**config.mk**
```make
export PLATFORM = sky130hd
export DESIGN_NAME = bspl_seq
export DESIGN_NICKNAME = d
export VERILOG_FILES = /design/src/rtl/core/bspl_pkg.sv /design/src/rtl/core/bspl_seq.sv
export SDC_FILE = /design/constraint.sdc
export NUM_CORES = 1
export LEC_CHECK = 0
export BUFFER_PORTS_ARGS = -buffer_cell sky130_fd_sc_hd__buf_4
export CORE_MARGIN = 1.5
export CORE_UTILIZATION = 63
export CTS_BUF_LIST = sky130_fd_sc_hd__clkbuf_4 sky130_fd_sc_hd__clkbuf_8
export DETAILED_ROUTE_END_ITERATION = 12
export PLACE_DENSITY_LB_ADDON = 0.25
export SLEW_MARGIN = 10
export SYNTH_ARGS = -nofsm -noshare
export SYNTH_HDL_FRONTEND = slang
export SYNTH_SLANG_ARGS = --single-unit
```
**constraint.sdc**
```tcl
create_clock -name aclk -period 6.6 [get_ports aclk]
set_input_delay 0.33 -clock aclk [delete_from_list [all_inputs] [get_ports aclk]]
set_output_delay 0.33 -clock aclk [all_outputs]
set_load 0.01 [all_outputs]
```
**src/rtl/core/bspl_pkg.sv**
```systemverilog
`timescale 1ns / 1ps
// Shared types and constants for the cubic B-spline curve sampler.
package bspl_pkg;

    // Datapath width; intermediates wrap as 64-bit two's complement
    localparam int ACC_W     = 64;
    // Curve parameter t: unsigned Q1.16, reaches 1.0 at the last sample
    localparam int T_W       = 17;
    localparam int FRAC_W    = 16;
    // Horner product is split into two halves of the accumulator
    localparam int HALF_W    = 32;
    // Divide by six: quotient digits of DIG_W bits, MSB first
    localparam int DIG_W     = 16;
    localparam int DIV_STEPS = 4;
    localparam int REM_W     = 3;
    // Shared loop counter in the sequencer
    localparam int CNT_W     = 2;
    // Running point number
    localparam int PNUM_W    = 16;

    // Defaults for the top-level parameters
    localparam int SAMPLES_PER_SEGMENT_DEF = 30;
    localparam int COORD_WIDTH_DEF         = 32;

    // Coefficient select codes (counter value while the Horner loop runs)
    localparam logic [CNT_W-1:0] SEL_C0 = 2'd0;
    localparam logic [CNT_W-1:0] SEL_C1 = 2'd1;
    localparam logic [CNT_W-1:0] SEL_C2 = 2'd2;
    localparam logic [CNT_W-1:0] SEL_C3 = 2'd3;

    // Datapath operations issued by the microcode
    typedef enum logic [3:0] {
        UOP_NOP,
        UOP_PREP1,
        UOP_PREP2,
        UOP_PREP3,
        UOP_LOAD,
        UOP_MUL_LO,
        UOP_MUL_HI,
        UOP_ADD,
        UOP_DIV_INIT,
        UOP_DIV,
        UOP_EMIT,
        UOP_NEXT,
        UOP_DONE
    } uop_t;

    // Control from the sequencer to the datapath
    typedef struct packed {
        uop_t             uop;
        logic [CNT_W-1:0] sel;
    } dp_ctrl_t;

    // Status from the datapath back to the sequencer
    typedef struct packed {
        logic start;
        logic out_busy;
        logic more_samples;
    } seq_status_t;

endpackage

```
**src/rtl/core/bspl_seq.sv**
```systemverilog
`timescale 1ns / 1ps
// Microcode sequencer: step counter, control-word ROM and loop counter.
module bspl_seq (
    input  logic                  aclk,
    input  logic                  aresetn,
    input  bspl_pkg::seq_status_t status,
    output bspl_pkg::dp_ctrl_t    dp_ctrl,
    output logic                  in_ready
);
    import bspl_pkg::*;

    localparam int PC_W = 4;
    typedef logic [PC_W-1:0] pc_t;

    // Jump conditions
    typedef enum logic [2:0] {
        COND_NEVER,
        COND_ALWAYS,
        COND_NO_START,
        COND_CNT_NZ,
        COND_OUT_BUSY,
        COND_MORE
    } cond_t;

    typedef struct packed {
        uop_t  uop;
        cond_t cond;
        pc_t   target;
        logic  in_ready;
    } uword_t;

    // Program addresses
    localparam pc_t PC_WAIT     = pc_t'(0);
    localparam pc_t PC_PREP1    = pc_t'(1);
    localparam pc_t PC_PREP2    = pc_t'(2);
    localparam pc_t PC_PREP3    = pc_t'(3);
    localparam pc_t PC_LOAD     = pc_t'(4);
    localparam pc_t PC_MUL_LO   = pc_t'(5);
    localparam pc_t PC_MUL_HI   = pc_t'(6);
    localparam pc_t PC_ADD      = pc_t'(7);
    localparam pc_t PC_DIV_INIT = pc_t'(8);
    localparam pc_t PC_DIV      = pc_t'(9);
    localparam pc_t PC_EMIT     = pc_t'(10);
    localparam pc_t PC_NEXT     = pc_t'(11);
    localparam pc_t PC_DONE     = pc_t'(12);

    // Control store: one word per step
    function automatic uword_t ucode(input pc_t pc);
        uword_t w;
        w = '{uop: UOP_NOP, cond: COND_ALWAYS, target: PC_WAIT, in_ready: 1'b0};
        case (pc)
            PC_WAIT:     w = '{UOP_NOP,      COND_NO_START, PC_WAIT,   1'b1};
            PC_PREP1:    w = '{UOP_PREP1,    COND_NEVER,    PC_WAIT,   1'b0};
            PC_PREP2:    w = '{UOP_PREP2,    COND_NEVER,    PC_WAIT,   1'b0};
            PC_PREP3:    w = '{UOP_PREP3,    COND_NEVER,    PC_WAIT,   1'b0};
            PC_LOAD:     w = '{UOP_LOAD,     COND_NEVER,    PC_WAIT,   1'b0};
            PC_MUL_LO:   w = '{UOP_MUL_LO,   COND_NEVER,    PC_WAIT,   1'b0};
            PC_MUL_HI:   w = '{UOP_MUL_HI,   COND_NEVER,    PC_WAIT,   1'b0};
            PC_ADD:      w = '{UOP_ADD,      COND_CNT_NZ,   PC_MUL_LO, 1'b0};
            PC_DIV_INIT: w = '{UOP_DIV_INIT, COND_NEVER,    PC_WAIT,   1'b0};
            PC_DIV:      w = '{UOP_DIV,      COND_CNT_NZ,   PC_DIV,    1'b0};
            PC_EMIT:     w = '{UOP_EMIT,     COND_OUT_BUSY, PC_EMIT,   1'b0};
            PC_NEXT:     w = '{UOP_NEXT,     COND_MORE,     PC_LOAD,   1'b0};
            PC_DONE:     w = '{UOP_DONE,     COND_ALWAYS,   PC_WAIT,   1'b0};
            default:     w = '{UOP_NOP,      COND_ALWAYS,   PC_WAIT,   1'b0};
        endcase
        return w;
    endfunction

    pc_t              pc_reg,  pc_next;
    logic [CNT_W-1:0] cnt_reg, cnt_next;
    uword_t           uword;
    logic             cond_true;

    // Fetch
    always_comb begin
        uword = ucode(pc_reg);
    end

    // Next step and loop counter
    always_comb begin
        case (uword.cond)
            COND_NEVER:    cond_true = 1'b0;
            COND_ALWAYS:   cond_true = 1'b1;
            COND_NO_START: cond_true = !status.start;
            COND_CNT_NZ:   cond_true = (cnt_reg != '0);
            COND_OUT_BUSY: cond_true = status.out_busy;
            COND_MORE:     cond_true = status.more_samples;
            default:       cond_true = 1'b0;
        endcase
        pc_next = cond_true ? uword.target : pc_reg + 1'b1;

        cnt_next = cnt_reg;
        case (uword.uop)
            UOP_LOAD:     cnt_next = SEL_C2;
            UOP_ADD:      cnt_next = cnt_reg - 1'b1;
            UOP_DIV_INIT: cnt_next = CNT_W'(DIV_STEPS - 1);
            UOP_DIV:      cnt_next = cnt_reg - 1'b1;
            default:      cnt_next = cnt_reg;
        endcase
    end

    // Outputs of the current word
    always_comb begin
        dp_ctrl  = '{uop: uword.uop, sel: cnt_reg};
        in_ready = uword.in_ready;
    end

    always_ff @(posedge aclk) begin
        if (!aresetn) begin
            pc_reg  <= PC_WAIT;
            cnt_reg <= '0;
        end else begin
            pc_reg  <= pc_next;
            cnt_reg <= cnt_next;
        end
    end

endmodule

```
==> key figures <==
Layout
  – NumNets Final: 132
  – Max reg flops: 12
  – FILL cells: between 100 and 150
  – Commonest non-fill, non-tap cell in the layout: dfxtp_1
  – Final cell count without fillers: 136
  – Share of cells above drive strength 1: 0.258
  – Fin util: 0.731
  – Finished Cell Area: 1100 um^2
  – Ant diodes: 0
  – Most frequent cells in the layout: dfxtp_1 (18), a21oi_1 (11), buf_4 (11), inv_1 (10), nand2_1 (9)
  – Area Growth Syn to Fin: 9.18%

Pwr
  – Lkg Pwr: 0.492 nW
  – Reg power frac: 0.417
  – Design Power: ~0.36 mW
  – VDD IR max: 208 uV
  – Combinational Power Share: 0.399
  – Pwr/cell area: 329 nW/um^2
  – Clk network pwr share: 0.184
  – Switch share: 0.366
  – Int Power: ~0.23 mW
  – Sw power: roughly 0.13 mW

STA
  – Setup TNS: 0 ps
  – Worst hold slack: between 300 and 400 ps
  – Fin. max-slew vios: 0
  – Peak Freq: 372 MHz
  – Period utilization: 0.408
  – Slew HR: 0.459
  – Worst-margin pin slew: 810 ps
  – RSZ-0062 raised after global routing: no
  – Final min period: between 2000 and 3000 ps
  – Final worst slack: 3910 ps
  – Final Skew: 1.50 ps
  – # setup viols final: 0
  – Fin. Hold Viols: 0

Routing
  – WL final: between 2000 and 2500 um
  – DRC: 0
  – Starting DRT DRC Count: 28
  – Pre-antenna DRT Iters: 4
  – Via-to-Cell Ratio: 6.32
  – WL/cell: 15.5 um
  – Vias: ~860
  – Antenna Violating Nets Remaining: 0

Global route
  – Gr busiest metal: met2
  – Met1 usage: 0.332
  – Global-route wire length before repair: roughly 3700 um
  – Global Route Usage Sum: 0.269
  – Pin count of the biggest net entering global routing: 13
  – Total gr overflow: 0
  – Met3 usage: 0.0638
  – Vias in the first global route: 823
  – Grt met2 use: 0.439
  – Initial antenna violation count: 0

Yosys
  – Synthesized area: 1010 um^2
  – Ys flop type: dfxtp_1
  – Register area share after synthesis: 0.357
  – Synth cell types: 42
  – Syn avg cell area: 9.09 um^2
  – Gate Count Post-Synth: between 100 and 150
  – Net Count, Synth: 122
  – Asr flop ratio synth: 0
  – EDFF count, synth: 0
  – Post-synthesis register bit count: 18
  – Syn. warnings: 0

Min path
  – Hold depth: 2
  – Hold Crit Class: input pin to flip-flop

Floorplan
  – Row count: 14
  – Die Height: 43.0 um
  – # IOs: 12
  – Initial core utilization: 0.669
  – Die X: 43.0 um
  – Die footprint: between 1500 and 2000 um^2
  – CORE AREA: 1510 um^2

Worst setup path
  – Crit end category: flip-flop
  – Critical Path AT: 2870 ps
  – R2R cell count: 12
  – Crit-path slowest cell: a31oi_2
  – CP startpoint kind: flip-flop
  – CP bufs+invs: 2
  – CP delay by family, top: compound AO/OA/AOI/OAI gates
  – CP required: a little under 7000 ps
  – Stages on worst setup path: 12
  – Crit Path Class: flip-flop to flip-flop
  – Critical-path cell list: inv_1 -> ha_1 -> nand2_1 -> a31oi_2 -> nand3_1 -> o211ai_2 -> inv_1 -> ha_1 -> a21oi_1 -> o22ai_1 -> a221oi_1 -> a22oi_1
  – Slowest stage delay, CP: 460 ps
  – CP max FO: 8

Clock tree
  – Max clock buf depth: 2
  – Hold_buf cts: 0
  – Clk_lat worst skew: 290 ps
  – Post-CTS Resized: 0
  – H-tree Lvls: 1
  – CTS clk-pin slew, worst paths: 100 ps
  – CTS Sinks: 18
  – Num CTS Buffers: 3
  – Postcts setup bufs: 0
  – Root Buffer: clkbuf_4
  – CTS tree: built

Place
  – Dpl hpwl: roughly 1500 um
  – Port buffer count: 11
  – GPL Wtd Cong: 0.900
  – Pre-CTS setup slack: 4020 ps
  – Placed cell areas: roughly 1100 um^2
  – # placed instances: roughly 130

Job
  – Maxcap violations: 0

Status
  – Status: complete, no violations
-- power groups by stage --
stage	Clock, mW	Sequential (mW)	Combinational [mW]
after floorplan	0	0.152	0.110
after global placement	0	0.152	0.138
after detailed placement	0	0.153	0.142
after CTS	0.0682	0.150	0.143
after global routing	0.0728	0.155	0.160
final	0.0667	0.151	0.145
-- final cells by class --
cell class / count / area, um^2 / share of cell area
clock buffer: 4 / 36.3 / 0.0330
inverter: 12 / 45.0 / 0.0409
multi-input combinational: 75 / 557 / 0.506
sequential: 18 / 360 / 0.327
tap: 16 / 20.0 / 0.0182
timing repair buffer: 11 / 82.6 / 0.0750
-- synth_stat cells, types with 2 or more instances --
library cell,count,area (um^2)
and3_1,3,18.8
nor3b_1,2,15.0
mux2i_1,4,40.0
nor2_2,2,12.5
ha_1,6,75.1
nor3_1,2,10.0
inv_1,10,37.5
buf_4,4,30.0
a21boi_1,2,15.0
inv_2,2,7.51
o21ai_0,5,25.0
dfxtp_1,18,360
a21oi_1,11,55.1
nand2_1,9,33.8
nand3_1,4,20.0
-- kinds of logic after synthesis --
kind of cell / share of synthesized area
AOI/OAI and AO/OA: 0.246
xor gates and xnor gates: 0.0174
adders and majority gates: 0.0744
buffers and inverters: 0.0906
DFF: 0.357
muxes: 0.0397
and+or+nand+nor: 0.175
-- path summary, 6_finish.rpt --
check                               start                       to  slack (ps)
setup / recovery  cnt_reg[0]$_SDFFE_PN0P_         uword[6]$_DFF_P_        3910
hold / removal                    aresetn  cnt_reg[0]$_SDFFE_PN0P_         340
setup reg to reg  cnt_reg[0]$_SDFFE_PN0P_         uword[6]$_DFF_P_        3910
hold reg to reg   cnt_reg[0]$_SDFFE_PN0P_  cnt_reg[0]$_SDFFE_PN0P_         600
-- routing by layer --
| layer | routed length [um] | share of wire |
|---|---|---|
| met5 | 0 | 0 |
| met4 | 14 | 0.0066 |
| met3 | 136 | 0.064 |
| met2 | 1020 | 0.48 |
| met1 | 943 | 0.45 |
Note: power is estimated with default switching activity, not from simulation.
